## src/sv/eiac_pkg.sv

```systemverilog
`default_nettype none
package eiac_pkg;

	localparam int MAX_FRAME_BYTES = 2048;
	localparam int POS_W = $clog2(MAX_FRAME_BYTES);
	localparam logic [POS_W-1:0] POS_MAX = POS_W'(MAX_FRAME_BYTES - 1);

	localparam logic [7:0]  VHL_EXPECTED = 8'((4 << 4) | (20 >> 2));
	localparam logic [15:0] WORD_MASK    = 16'hffff;
	localparam logic [15:0] ETH_IPV4     = 16'h0800;
	localparam logic [15:0] ETH_ARP      = 16'h0806;
	localparam logic [7:0]  PROTO_UDP    = 8'd17;
	localparam logic [7:0]  PROTO_TCP    = 8'd6;
	localparam logic [31:0] LOCAL_IP_RESET = 32'd167772674;

	localparam logic [2:0] REG_LOCAL_IP = 3'd0;

	typedef enum logic [3:0] {
		V_UDP          = 4'd0,
		V_TCP          = 4'd1,
		V_ARP_REQ      = 4'd2,
		V_TRUNC        = 4'd3,
		V_BAD_VHL      = 4'd4,
		V_BAD_CKSUM    = 4'd5,
		V_NOT_OURS     = 4'd6,
		V_FRAGMENT     = 4'd7,
		V_UNK_PROTO    = 4'd8,
		V_UDP_LEN      = 4'd9,
		V_ARP_FMT      = 4'd10,
		V_ARP_NOT_REQ  = 4'd11,
		V_ARP_NOT_OURS = 4'd12,
		V_UNK_ETYPE    = 4'd13
	} verdict_t;

	typedef struct packed {
		logic vhl_bad;
		logic frag;
		logic dst_miss;
		logic arp_fmt;
		logic arp_op;
		logic arp_tip;
		logic syn;
		logic ack;
	} flags_t;

	typedef struct packed {
		logic [3:0]  verdict;
		logic [31:0] remote_ip;
		logic [47:0] remote_mac;
		logic [15:0] local_port;
		logic [15:0] remote_port;
		logic        syn_ack_seen;
		logic [31:0] seq_number;
		logic [31:0] ack_number;
		logic [15:0] ip_payload_length;
	} result_t;

	function automatic logic [7:0] arp_fmt_byte(input logic [2:0] k);
		case (k)
			3'd0: arp_fmt_byte = 8'h00;
			3'd1: arp_fmt_byte = 8'h01;
			3'd2: arp_fmt_byte = 8'h08;
			3'd3: arp_fmt_byte = 8'h00;
			3'd4: arp_fmt_byte = 8'h06;
			3'd5: arp_fmt_byte = 8'h04;
			default: arp_fmt_byte = 8'h00;
		endcase
	endfunction

endpackage
`default_nettype wire

```

## src/sv/eiac_ifs.sv

```systemverilog
`default_nettype none
interface eiac_in_if;
	logic       valid;
	logic       ready;
	logic [7:0] data_byte;
	logic       last_byte;
	modport source (output valid, output data_byte, output last_byte, input ready);
	modport sink (input valid, input data_byte, input last_byte, output ready);
endinterface

interface eiac_out_if;
	logic        valid;
	logic        ready;
	logic [3:0]  verdict;
	logic [31:0] remote_ip;
	logic [47:0] remote_mac;
	logic [15:0] local_port;
	logic [15:0] remote_port;
	logic        syn_ack_seen;
	logic [31:0] seq_number;
	logic [31:0] ack_number;
	logic [15:0] ip_payload_length;
	modport source (output valid, output verdict, output remote_ip, output remote_mac,
		output local_port, output remote_port, output syn_ack_seen, output seq_number,
		output ack_number, output ip_payload_length, input ready);
	modport sink (input valid, input verdict, input remote_ip, input remote_mac,
		input local_port, input remote_port, input syn_ack_seen, input seq_number,
		input ack_number, input ip_payload_length, output ready);
endinterface
`default_nettype wire

```

## src/sv/eiac_parse.sv

```systemverilog
`default_nettype none
module eiac_parse import eiac_pkg::*; (
	input  wire logic          clk,
	input  wire logic          arst_n,
	input  wire logic          take,
	input  wire logic [7:0]    b,
	input  wire logic          last,
	input  wire logic [31:0]   host_addr,
	output logic               res_valid,
	output result_t            res
);

	logic [POS_W-1:0] pos_q;
	logic [15:0] etype_q, iplen_q, udplen_q;
	logic [16:0] csum_q;
	logic [7:0]  proto_q;
	logic [31:0] rip_q, ports_q;
	logic [47:0] rmac_q;
	logic [63:0] seqack_q;
	flags_t      flags_q;

	logic [15:0] etype_c, iplen_c, udplen_c, etype_n, iplen_n, udplen_n;
	logic [16:0] csum_c, csum_n;
	logic [17:0] csum_s;
	logic [7:0]  proto_c, proto_n, lbyte;
	logic [31:0] rip_c, ports_c, rip_n, ports_n;
	logic [47:0] rmac_c, rmac_n;
	logic [63:0] seqack_c, seqack_n;
	flags_t      flags_c, flags_n;
	logic [POS_W-1:0] n;
	logic [3:0]  v;
	logic [15:0] plen;
	logic [1:0]  lk;
	int          p;

	assign p = int'(pos_q);
	assign lk = pos_q[1:0] + 2'd2;
	assign lbyte = 8'(host_addr >> {~lk, 3'b000});

	always_comb begin
		// first byte of a frame starts from cleared state
		if (pos_q == '0) begin
			etype_c = '0; iplen_c = '0; udplen_c = '0; csum_c = '0; proto_c = '0;
			rip_c = '0; ports_c = '0; rmac_c = '0; seqack_c = '0; flags_c = '0;
		end else begin
			etype_c = etype_q; iplen_c = iplen_q; udplen_c = udplen_q; csum_c = csum_q;
			proto_c = proto_q; rip_c = rip_q; ports_c = ports_q; rmac_c = rmac_q;
			seqack_c = seqack_q; flags_c = flags_q;
		end
		etype_n = etype_c; iplen_n = iplen_c; udplen_n = udplen_c; csum_n = csum_c;
		proto_n = proto_c; rip_n = rip_c; ports_n = ports_c; rmac_n = rmac_c;
		seqack_n = seqack_c; flags_n = flags_c;
		csum_s = {1'b0, csum_c} + (pos_q[0] ? {10'd0, b} : {2'd0, b, 8'd0});
		if (p == 12 || p == 13) begin
			etype_n = {etype_c[7:0], b};
		end else if (etype_c == ETH_IPV4) begin
			if (p >= 14 && p <= 33)
				csum_n = {1'b0, csum_s[15:0]} + {15'd0, csum_s[17:16]};
			if (p == 14 && b != VHL_EXPECTED)
				flags_n.vhl_bad = 1'b1;
			if (p == 16 || p == 17)
				iplen_n = {iplen_c[7:0], b};
			if ((p == 20 || p == 21) && b != 8'd0)
				flags_n.frag = 1'b1;
			if (p == 23)
				proto_n = b;
			if (p >= 26 && p <= 29)
				rip_n = {rip_c[23:0], b};
			if (p >= 30 && p <= 33 && b != lbyte)
				flags_n.dst_miss = 1'b1;
			if (p >= 34 && p <= 37)
				ports_n = {ports_c[23:0], b};
			if (p == 38 || p == 39)
				udplen_n = {udplen_c[7:0], b};
			if (p >= 38 && p <= 45)
				seqack_n = {seqack_c[55:0], b};
			if (p == 47) begin
				if (b[1]) flags_n.syn = 1'b1;
				if (b[4]) flags_n.ack = 1'b1;
			end
		end else if (etype_c == ETH_ARP) begin
			if (p >= 14 && p <= 19 && b != arp_fmt_byte(3'(p - 14)))
				flags_n.arp_fmt = 1'b1;
			if ((p == 20 && b != 8'd0) || (p == 21 && b != 8'd1))
				flags_n.arp_op = 1'b1;
			if (p >= 22 && p <= 27)
				rmac_n = {rmac_c[39:0], b};
			if (p >= 28 && p <= 31)
				rip_n = {rip_c[23:0], b};
			if (p >= 38 && p <= 41 && b != lbyte)
				flags_n.arp_tip = 1'b1;
		end
	end

	assign n = (pos_q == POS_MAX) ? POS_MAX : pos_q + 1'b1;
	assign plen = iplen_n - 16'd20;

	always_comb begin
		if (int'(n) < 14) begin
			v = V_TRUNC;
		end else if (etype_n == ETH_IPV4) begin
			if (int'(n) < 34) v = V_TRUNC;
			else if (flags_n.vhl_bad) v = V_BAD_VHL;
			else if (csum_n != {1'b0, WORD_MASK}) v = V_BAD_CKSUM;
			else if (flags_n.dst_miss) v = V_NOT_OURS;
			else if (flags_n.frag) v = V_FRAGMENT;
			else if (proto_n == PROTO_UDP) begin
				if (int'(n) < 42) v = V_TRUNC;
				else if (udplen_n != plen) v = V_UDP_LEN;
				else v = V_UDP;
			end else if (proto_n == PROTO_TCP) begin
				v = (int'(n) < 54) ? V_TRUNC : V_TCP;
			end else v = V_UNK_PROTO;
		end else if (etype_n == ETH_ARP) begin
			if (int'(n) < 42) v = V_TRUNC;
			else if (flags_n.arp_fmt) v = V_ARP_FMT;
			else if (flags_n.arp_op) v = V_ARP_NOT_REQ;
			else if (flags_n.arp_tip) v = V_ARP_NOT_OURS;
			else v = V_ARP_REQ;
		end else begin
			v = V_UNK_ETYPE;
		end
	end

	always_comb begin
		res = '0;
		res.verdict = v;
		if (v == V_UDP || v == V_TCP) begin
			res.remote_ip = rip_n;
			res.local_port = ports_n[15:0];
			res.remote_port = ports_n[31:16];
			res.ip_payload_length = plen;
			if (v == V_TCP) begin
				res.syn_ack_seen = flags_n.syn & flags_n.ack;
				res.seq_number = seqack_n[63:32];
				res.ack_number = seqack_n[31:0];
			end
		end else if (v == V_ARP_REQ) begin
			res.remote_ip = rip_n;
			res.remote_mac = rmac_n;
		end
	end

	assign res_valid = take & last;

	always_ff @(posedge clk or negedge arst_n) begin
		if (!arst_n) begin
			pos_q <= '0;
		end else if (take) begin
			pos_q <= last ? '0 : n;
		end
	end

	always_ff @(posedge clk) begin
		if (take) begin
			etype_q <= etype_n; iplen_q <= iplen_n; udplen_q <= udplen_n;
			csum_q <= csum_n; proto_q <= proto_n; rip_q <= rip_n; ports_q <= ports_n;
			rmac_q <= rmac_n; seqack_q <= seqack_n; flags_q <= flags_n;
		end
	end

endmodule
`default_nettype wire

```

## src/sv/eth_ip_arp_rx_classifier_unit.sv

```systemverilog
// channel   dir  handshake    payload
// in_ch     in   valid/ready  data_byte, last_byte
// out_ch    out  valid/ready  verdict and captured header fields
// apb       in   psel/penable host address register at byte address 0
//
// one byte per cycle while the skid entry is empty; the last byte's verdict is
// set by the single parse pass between the frame state and the result register
// reset clears byte count and result valid flags
// a two-entry result buffer lets input run on while one verdict is stalled
`default_nettype none
module eth_ip_arp_rx_classifier_unit import eiac_pkg::*; (
	input  wire logic        clk,
	input  wire logic        arst_n,
	input  wire logic        psel,
	input  wire logic        penable,
	input  wire logic        pwrite,
	input  wire logic [2:0]  paddr,
	input  wire logic [31:0] pwdata,
	output logic [31:0]      prdata,
	output logic             pready,
	eiac_in_if.sink          in_ch,
	eiac_out_if.source       out_ch
);

	logic [31:0] host_addr_q;
	logic        take, res_valid;
	result_t     res, out_q, skid_q;
	logic        ov_q, sv_q;

	assign pready = 1'b1;
	assign prdata = (paddr[2] == REG_LOCAL_IP[2]) ? host_addr_q : 32'd0;

	always_ff @(posedge clk or negedge arst_n) begin
		if (!arst_n) begin
			host_addr_q <= LOCAL_IP_RESET;
		end else if (psel && penable && pwrite && paddr[2] == REG_LOCAL_IP[2]) begin
			host_addr_q <= pwdata;
		end
	end

	assign in_ch.ready = !sv_q;
	assign take = in_ch.valid & in_ch.ready;

	eiac_parse u_parse (
		.clk       (clk),
		.arst_n    (arst_n),
		.take      (take),
		.b         (in_ch.data_byte),
		.last      (in_ch.last_byte),
		.host_addr (host_addr_q),
		.res_valid (res_valid),
		.res       (res)
	);

	always_ff @(posedge clk or negedge arst_n) begin
		if (!arst_n) begin
			ov_q <= 1'b0;
			sv_q <= 1'b0;
		end else if (ov_q && !out_ch.ready) begin
			if (res_valid) sv_q <= 1'b1;
		end else if (sv_q) begin
			sv_q <= 1'b0;
		end else begin
			ov_q <= res_valid;
		end
	end

	always_ff @(posedge clk) begin
		if (ov_q && !out_ch.ready) begin
			if (res_valid) skid_q <= res;
		end else if (sv_q) begin
			out_q <= skid_q;
		end else begin
			out_q <= res;
		end
	end

	assign out_ch.valid = ov_q;
	assign out_ch.verdict = out_q.verdict;
	assign out_ch.remote_ip = out_q.remote_ip;
	assign out_ch.remote_mac = out_q.remote_mac;
	assign out_ch.local_port = out_q.local_port;
	assign out_ch.remote_port = out_q.remote_port;
	assign out_ch.syn_ack_seen = out_q.syn_ack_seen;
	assign out_ch.seq_number = out_q.seq_number;
	assign out_ch.ack_number = out_q.ack_number;
	assign out_ch.ip_payload_length = out_q.ip_payload_length;

endmodule
`default_nettype wire

```

## src/flat_wrapper.sv

```systemverilog
// flat-port wrapper written by rule: the top's interface ports become plain ports
module eth_ip_arp_rx_classifier_unit_flat import eiac_pkg::*;
  (clk, arst_n, psel, penable, pwrite, paddr, pwdata, prdata, pready, in_ch_valid, in_ch_data_byte, in_ch_last_byte, in_ch_ready, out_ch_valid, out_ch_verdict, out_ch_remote_ip, out_ch_remote_mac, out_ch_local_port, out_ch_remote_port, out_ch_syn_ack_seen, out_ch_seq_number, out_ch_ack_number, out_ch_ip_payload_length, out_ch_ready);
  eiac_in_if in_ch_i ();
  eiac_out_if out_ch_i ();
  input  wire logic clk;
  input  wire logic arst_n;
  input  wire logic psel;
  input  wire logic penable;
  input  wire logic pwrite;
  input  wire logic [2:0] paddr;
  input  wire logic [31:0] pwdata;
  output logic [31:0] prdata;
  output logic pready;
  input wire logic [$bits(in_ch_i.valid)-1:0] in_ch_valid;
  input wire logic [$bits(in_ch_i.data_byte)-1:0] in_ch_data_byte;
  input wire logic [$bits(in_ch_i.last_byte)-1:0] in_ch_last_byte;
  output wire logic [$bits(in_ch_i.ready)-1:0] in_ch_ready;
  output wire logic [$bits(out_ch_i.valid)-1:0] out_ch_valid;
  output wire logic [$bits(out_ch_i.verdict)-1:0] out_ch_verdict;
  output wire logic [$bits(out_ch_i.remote_ip)-1:0] out_ch_remote_ip;
  output wire logic [$bits(out_ch_i.remote_mac)-1:0] out_ch_remote_mac;
  output wire logic [$bits(out_ch_i.local_port)-1:0] out_ch_local_port;
  output wire logic [$bits(out_ch_i.remote_port)-1:0] out_ch_remote_port;
  output wire logic [$bits(out_ch_i.syn_ack_seen)-1:0] out_ch_syn_ack_seen;
  output wire logic [$bits(out_ch_i.seq_number)-1:0] out_ch_seq_number;
  output wire logic [$bits(out_ch_i.ack_number)-1:0] out_ch_ack_number;
  output wire logic [$bits(out_ch_i.ip_payload_length)-1:0] out_ch_ip_payload_length;
  input wire logic [$bits(out_ch_i.ready)-1:0] out_ch_ready;
  assign in_ch_i.valid = in_ch_valid;
  assign in_ch_i.data_byte = in_ch_data_byte;
  assign in_ch_i.last_byte = in_ch_last_byte;
  assign in_ch_ready = in_ch_i.ready;
  assign out_ch_valid = out_ch_i.valid;
  assign out_ch_verdict = out_ch_i.verdict;
  assign out_ch_remote_ip = out_ch_i.remote_ip;
  assign out_ch_remote_mac = out_ch_i.remote_mac;
  assign out_ch_local_port = out_ch_i.local_port;
  assign out_ch_remote_port = out_ch_i.remote_port;
  assign out_ch_syn_ack_seen = out_ch_i.syn_ack_seen;
  assign out_ch_seq_number = out_ch_i.seq_number;
  assign out_ch_ack_number = out_ch_i.ack_number;
  assign out_ch_ip_payload_length = out_ch_i.ip_payload_length;
  assign out_ch_i.ready = out_ch_ready;
  eth_ip_arp_rx_classifier_unit u_core (.clk(clk), .arst_n(arst_n), .psel(psel), .penable(penable), .pwrite(pwrite), .paddr(paddr), .pwdata(pwdata), .prdata(prdata), .pready(pready), .in_ch(in_ch_i), .out_ch(out_ch_i));
endmodule
```

## config.mk

```make
export PLATFORM = sky130hd
export DESIGN_NAME = eth_ip_arp_rx_classifier_unit_flat
export DESIGN_NICKNAME = d
export VERILOG_FILES = /design/src/sv/eiac_pkg.sv /design/src/sv/eiac_ifs.sv /design/src/sv/eiac_parse.sv /design/src/sv/eth_ip_arp_rx_classifier_unit.sv /design/src/flat_wrapper.sv
export SDC_FILE = /design/constraint.sdc
export NUM_CORES = 1
export LEC_CHECK = 0
export BUFFER_PORTS_ARGS = -buffer_cell sky130_fd_sc_hd__clkbuf_2
export CORE_ASPECT_RATIO = 0.6
export CORE_UTILIZATION = 50
export DETAILED_ROUTE_END_ITERATION = 6
export GPL_TIMING_DRIVEN = 0
export PLACE_DENSITY_LB_ADDON = 0.08
export SLEW_MARGIN = 25
export SYNTH_ARGS = -nofsm -noshare
export SYNTH_HDL_FRONTEND = slang
export SYNTH_HIERARCHICAL = 1
export SYNTH_SLANG_ARGS = --single-unit
export TNS_END_PERCENT = 100
```

## constraint.sdc

```tcl
create_clock -name clk -period 31.8 [get_ports clk]
set_input_delay 6.36 -clock clk [delete_from_list [all_inputs] [get_ports clk]]
set_output_delay 6.36 -clock clk [all_outputs]
set_load 0.01 [all_outputs]
```

==> run_results.csv, run 1 <==
group,metric,value,unit
outcome,outcome,"complete, no violations",
power,vdd_ir_drop_max,40.0,uV
timing,relSlewSlack,0.203,
global_route,grt_max_degree,61,
synthesis,synth_nets,2858,
timing,setup_viol,0,
place,dp_hpwl,75.2,mm
clocking,post-cts-setup-buffer-count,0,
final_layout,fin_nets,3230,
setup_path,critPathMaxStageDelay,1.06,ns
setup_path,cp_slowest_cell,"clkinv_1",
timing,whs,0.530,ns
global_route,grtUsageTotal,0.291,
floorplanning,die_y,205,um
timing,fin_crit,16.69,ns
floorplanning,fp-row-count,73,
synthesis,synthArstFlopShare,0.0647,
routing,viasPerCell,6.01,
global_route,grtUsageMet3,0.0930,
timing,rsz0062_at_grt,"no",
global_route,use_met2,0.395,
setup_path,arrival,17.18,ns
setup_path,end_kind,"register",
synthesis,yosys.area.top_type_share,0.571,
clocking,clk_pin_slew,0.06,ns
setup_path,crit_path_start_kind,"input pin",
timing,skew,0.0372,ns
clocking,ctsResizeCount,0,
setup_path,crit_cells,29,
setup_path,cpLargestDelayFamily,"compound AO/OA/AOI/OAI gates",
synthesis,netlist_instances,2777,
setup_path,rrSetupSlack,16.24,ns
routing,wl,102,mm
place,pre_cts_slack,14.87,ns
final_layout,synthToLayoutAreaGrowth,15.5,%
clocking,cts_max_level,3,
routing,drc,0,
setup_path,reg2reg_to,"u_core/out_ch.remote_mac[45]",
synthesis,syn_area,34300,um2
timing,slew_violations,0,
place,postPlaceCellArea,37400,um2
floorplanning,die_w,340,um
setup_path,r2r_cells,36,
final_layout,final_util,0.591,
synthesis,ys.flop_type,"edfxtp_1",
power,p_per_area,60.6,nW/um2
timing,tightest_slew,1.20,ns
global_route,busiest_layer,"met1",
clocking,clock_path_buffers,3,
routing,final_antenna_net_count,0,
synthesis,ys_types,95,
synthesis,synth.yosys.seq_area_share,0.604,
clocking,numCtsBuffers,67,
clocking,cts_root_buffer,"clkbuf_16",
global_route,use_met1,0.451,
setup_path,startpoint,"in_ch_data_byte[3]",
global_route,grt_overflow_total,0,
run,drv_cap,0,
min_path,hp-class,"reg -> reg",
setup_path,critical_path_class,"in -> reg",
setup_path,crit_fanout,10,
synthesis,syn_avg_cell_area,12.3,um2
setup_path,crit_buf_inv,7,
timing,final.period_utilization,0.525,
routing,wl_per_cell,24.9,um
routing,drtIter0Drc,2751,
routing,firstDrtPassIters,6,
floorplanning,io_pins,283,
floorplanning,core_area,67000,um2
timing,final-hold-violation-count,0,
timing,max_freq,59.9,MHz
power,power.leakage,0.0151,uW
synthesis,synth.ff_latch_count,696,
power,finalPower,2400,uW
synthesis,yosys_warnings,6,
setup_path,crit_path_end,"u_core/out_ch.remote_mac[45]",
global_route,antenna_found_initial,2,
clocking,cts_tree,"built",
synthesis,synthTopCellsByArea,"edfxtp_1, mux2_2, mux2i_1",
place,io_buffer_count,276,
global_route,grt_pass1_wl,151,mm
clocking,insertion_delay,0.64,ns
synthesis,synth_edf_count,651,
final_layout,n_antenna_cell,0,
place,globalplace.congestion,0.998,
global_route,grt_pass1_vias,23300,
synthesis,yosysTopAreaCell,"edfxtp_1",
floorplanning,initial_utilization,0.512,
timing,setup_slack,15.11,ns
clocking,hold_buffers,0,
clocking,cts_sinks,696,
final_layout,final_area,39600,um2
setup_path,cp.required,32.29,ns
floorplanning,die_area,69600,um2
routing,num_vias,24600,
final_layout,final_layout_size_suffix_gt1_frac,0.237,
setup_path,r2r-start,"u_core/u_parse/pos_q[0]",
-- cells by family (layout without fill, tap and decap cells) --
kind of cell	after synthesis	count (layout)	synth area share
multiplexers	370	370	0.123
XOR/XNOR	59	59	0.0159
AO/OA/AOI/OAI	375	375	0.0695
AND/OR/NAND/NOR	987	987	0.145
flip-flops	696	696	0.604
other	1	1	0.000109
buffers and inverters	259	681	0.0316
adder cells (fa/ha/maj)	30	30	0.0114
-- per-stage QoR --
step,std cells,TNS (ns)
floorplan,2777,0
global placement,3953,-2041.97
detailed placement,3980,0
CTS,4099,0
global route,4099,0
finish,4099,0
-- per-layer routing --
metal / wire length [um] / vias up
li1: - / 11100
met1: 48100 / 12300
met2: 40800 / 1137
met3: 11400 / 122
met4: 1660 / 2
met5: 8 / -
-- worst min path at each step --
stage	startpoint	to	slack [ns]	cells after the start
3_3_place_gp	u_core/out_ch.valid	u_core/out_ch.valid	0.51	1
4_1_cts	u_core/host_addr_q[15]	u_core/host_addr_q[15]	0.52	1
6_report	u_core/host_addr_q[15]	u_core/host_addr_q[15]	0.53	1
3_5_place_dp	u_core/host_addr_q[20]	u_core/host_addr_q[20]	0.51	1
5_1_grt	u_core/host_addr_q[30]	u_core/host_addr_q[30]	0.56	1
2_1_floorplan	u_core/host_addr_q[14]	u_core/host_addr_q[14]	0.49	1
-- cell type report --
cell class / instances / area (um2)
fill: 5496 / 27400
multi-input combinational: 1822 / 12500
clock buffer: 84 / 1750
timing repair buffer: 303 / 2010
inverter: 72 / 270
sequential: 696 / 20700
clock inverter: 35 / 379
tap: 900 / 1130
buffer: 187 / 820
-- cell usage after synthesis, types with 35 or more instances --
cell	number
and2_1	45
nand3_1	69
edfxtp_1	651
mux2_2	206
inv_1	68
buf_2	49
dfrtp_1	41
nor4_1	75
o21ai_0	90
nor3_1	67
nor2_1	256
mux2i_1	125
clkbuf_1	120
xnor2_1	35
nor2b_1	63
nand2_1	274
a21oi_1	135
-- placed cells by master, fill, tap and decap left out, drive strengths merged, types with 9 or more instances in the layout --
master     n
nand2    276
a31oi     13
nand4     30
and4       9
a21o       9
a211oi    17
buf       94
o31ai     11
a21oi    135
mux2i    125
and2      45
edfxtp   651
nor3      72
nand2b    11
xnor2     35
clkbuf   480
ha        28
or2       11
nand3     71
xor2      22
nor2b     63
dfrtp     41
a2111oi   10
nor2     256
a22o      10
o211ai    11
and3       9
clkinv    25
inv       73
nor4      89
o21ai     94
mux2     237
-- registers in the layout, indices dropped and copies added, names as in the netlist, 48 cells and up --
name,count
u_core/u_parse/rmac_q,48
u_core/out_ch.remote_mac,48
u_core/u_parse/seqack_q,64
u_core/skid_q,197
-- power breakdown --
group          total [uW]  internal (uW)  switching, uW
Combinational         461            155            306
Sequential           1140           1100           46.9
Clock                 794            437            357
Total                2400           1690            710
No activity file was read; power rests on OpenSTA's default activity.
==> inputs of run 2 (changes only) <==
==> constraint.sdc (replaced) <==
create_clock -name clk -period 14.8 [get_ports clk]
set_input_delay 2.96 -clock clk [delete_from_list [all_inputs] [get_ports clk]]
set_output_delay 2.96 -clock clk [all_outputs]
set_load 0.01 [all_outputs]
==> run 2 against run 1 <==
Net effect:
- clock-buffer cell count is 3 higher
- clock skew is 0.016 ns lower
- largest power group unchanged
- sequential cell count stayed put
- sequential power is 120% higher
- total power is 110% higher
- register-to-register slack worse by 16 ns
- critical path type is now reg -> reg
- highest routed layer is now met4
==> run_results.csv, run 2 (synthesis results as in run 1) <==
group,metric,value,unit
setup_path,r2r-start,"u_core/u_parse/pos_q[0]",
global_route,grtUsageMet3,0.0746,
final_layout,top_regs,"u_core/skid_q x197, u_core/u_parse/seqack_q x64",
timing,tightest_slew,1.17,ns
floorplanning,io_pins,283,
setup_path,r2r_cells,38,
floorplanning,die_area,69600,um2
global_route,grt_pass1_wl,153,mm
routing,firstDrtPassIters,6,
clocking,clk_pin_slew,0.06,ns
timing,final.period_utilization,0.980,
setup_path,cp_slowest_cell,"a2111oi_1",
global_route,busiest_layer,"met1",
timing,relSlewSlack,0.211,
timing,max_freq,69.0,MHz
timing,skew,0.0213,ns
timing,final-hold-violation-count,0,
place,dp.cells,3978,
clocking,insertion_delay,0.62,ns
setup_path,reg2reg_to,"u_core/out_ch.ip_payload_length[9]",
global_route,grt_pass1_vias,23300,
final_layout,final_cell_count_no_fill,4095,
global_route,use_met1,0.484,
floorplanning,core_area,67000,um2
floorplanning,die_w,340,um
routing,drc,0,
final_layout,multi_input_area,12600,um2
timing,rsz0062_at_grt,"no",
place,postPlaceCellArea,37400,um2
setup_path,arrival,14.86,ns
setup_path,crit_fanout,11,
outcome,outcome,"complete, no violations",
global_route,grtUsageTotal,0.297,
clocking,hold_buffers,0,
clocking,post-cts-setup-buffer-count,0,
final_layout,fin_nets,3228,
setup_path,cp.required,15.16,ns
power,finalPower,5130,uW
timing,slew_violations,0,
clocking,cts_tree,"built",
final_layout,final_common_cell,"edfxtp_1",
floorplanning,initial_utilization,0.512,
global_route,grt_overflow_total,0,
routing,wl_per_cell,25.3,um
place,dp_hpwl,77.1,mm
global_route,antenna_found_initial,3,
run,drv_cap,0,
clocking,cts_sinks,696,
setup_path,critical_path_class,"reg -> reg",
clocking,clock_path_buffers,3,
routing,final_antenna_net_count,0,
clocking,cts_max_level,3,
final_layout,synthToLayoutAreaGrowth,15.4,%
floorplanning,fp-row-count,73,
place,io_buffer_count,276,
setup_path,critPathMaxStageDelay,0.76,ns
clocking,ctsResizeCount,3,
floorplanning,die_y,205,um
final_layout,seq_area,20700,um2
setup_path,startpoint,"u_core/u_parse/pos_q[0]",
routing,drtIter0Drc,2759,
setup_path,end_kind,"register",
routing,viasPerCell,6.02,
timing,fin_crit,14.50,ns
final_layout,n_antenna_cell,0,
power,power.leakage,0.0151,uW
global_route,grt_max_degree,56,
global_route,use_met2,0.395,
final_layout,final_area,39500,um2
place,globalplace.congestion,1.00,
power,vdd_ir_drop_max,80.1,uV
final_layout,layout_common_cells,"edfxtp_1, clkbuf_2, nand2_1, nor2_1, mux2_2",
timing,setup_viol,0,
routing,num_vias,24700,
setup_path,crit_path_start_kind,"register",
power,p_per_area,130,nW/um2
final_layout,fillCellCount,5482,
clocking,cts_root_buffer,"clkbuf_16",
final_layout,regMostFlops,"u_core/skid_q",
routing,wl,104,mm
clocking,numCtsBuffers,67,
min_path,hp-class,"reg -> reg",
final_layout,final_util,0.590,
final_layout,largest_reg_flops,197,
setup_path,rrSetupSlack,0.30,ns
final_layout,final_layout_size_suffix_gt1_frac,0.238,
setup_path,crit_path_end,"u_core/out_ch.ip_payload_length[9]",
## run 2: cell count changes in the layout (fill, tap and decap cells not counted), moves of 2 or more
cell       delta
clkinv_1      -5
clkinv_2      +5
clkinv_8      -3
buf_16        +3
buf_12        -4
clkbuf_16     +2
clkbuf_2      +2
## run 2: worst max-delay path: cells and delay by family, from the launching register on
kind                       cells  cell delay [ns]
buffers and inverters         11             4.33
AOI/OAI and AO/OA             10             3.62
and+or+nand+nor                9             3.03
adders and majority gates      5             1.71
xor gates and xnor gates       1             0.55
muxes                          2             0.53
DFF                            1             0.40
## run 2: worst min-delay path by stage
stage                                      start                endpoint  slack [ns]  cells past startpoint
after floorplan           u_core/host_addr_q[14]  u_core/host_addr_q[14]        0.49                      1
after global placement    u_core/host_addr_q[30]  u_core/host_addr_q[30]        0.51                      1
after detailed placement  u_core/host_addr_q[30]  u_core/host_addr_q[30]        0.52                      1
after CTS                 u_core/host_addr_q[30]  u_core/host_addr_q[30]        0.53                      1
after global routing      u_core/host_addr_q[30]  u_core/host_addr_q[30]        0.55                      1
final                     u_core/host_addr_q[30]  u_core/host_addr_q[30]        0.54                      1
## run 2: stage by stage
| step | hold slack (ns) | setup WS (ns) | TNS (ns) |
|---|---|---|---|
| 5_1_grt | 0.545 | 0.000133 | 0 |
| 3_3_place_gp | 0.512 | -7.69 | -1780.09 |
| 4_1_cts | 0.533 | 0.144 | 0 |
| 6_report | 0.537 | 0.301 | 0 |
| 2_1_floorplan | 0.489 | -1.58 | -311.96 |
| 3_5_place_dp | 0.516 | -0.814 | -150.43 |
## run 2: where the power goes
| group | switching [uW] | total (uW) | internal [uW] | leakage, uW |
|---|---|---|---|---|
| Combinational | 668 | 1000 | 334 | 0.00667 |
| Clock | 744 | 1670 | 929 | 0.00100 |
| Sequential | 102 | 2460 | 2350 | 0.00738 |
| Total | 1510 | 5130 | 3620 | 0.0151 |
## run 2: layout make-up
class,count,area share
inverter,72,0.00687
sequential,696,0.523
clock inverter,30,0.00671
multi-input combinational,1822,0.318
clock buffer,87,0.0454
timing repair buffer,301,0.0508
tap,900,0.0285
buffer,187,0.0210
## run 2: per-layer routing
metal | part of all wire | vias to the layer above
li1 | - | 11100
met1 | 0.49 | 12400
met2 | 0.39 | 1139
met3 | 0.10 | 105
met4 | 0.013 | 0
met5 | 0 | -
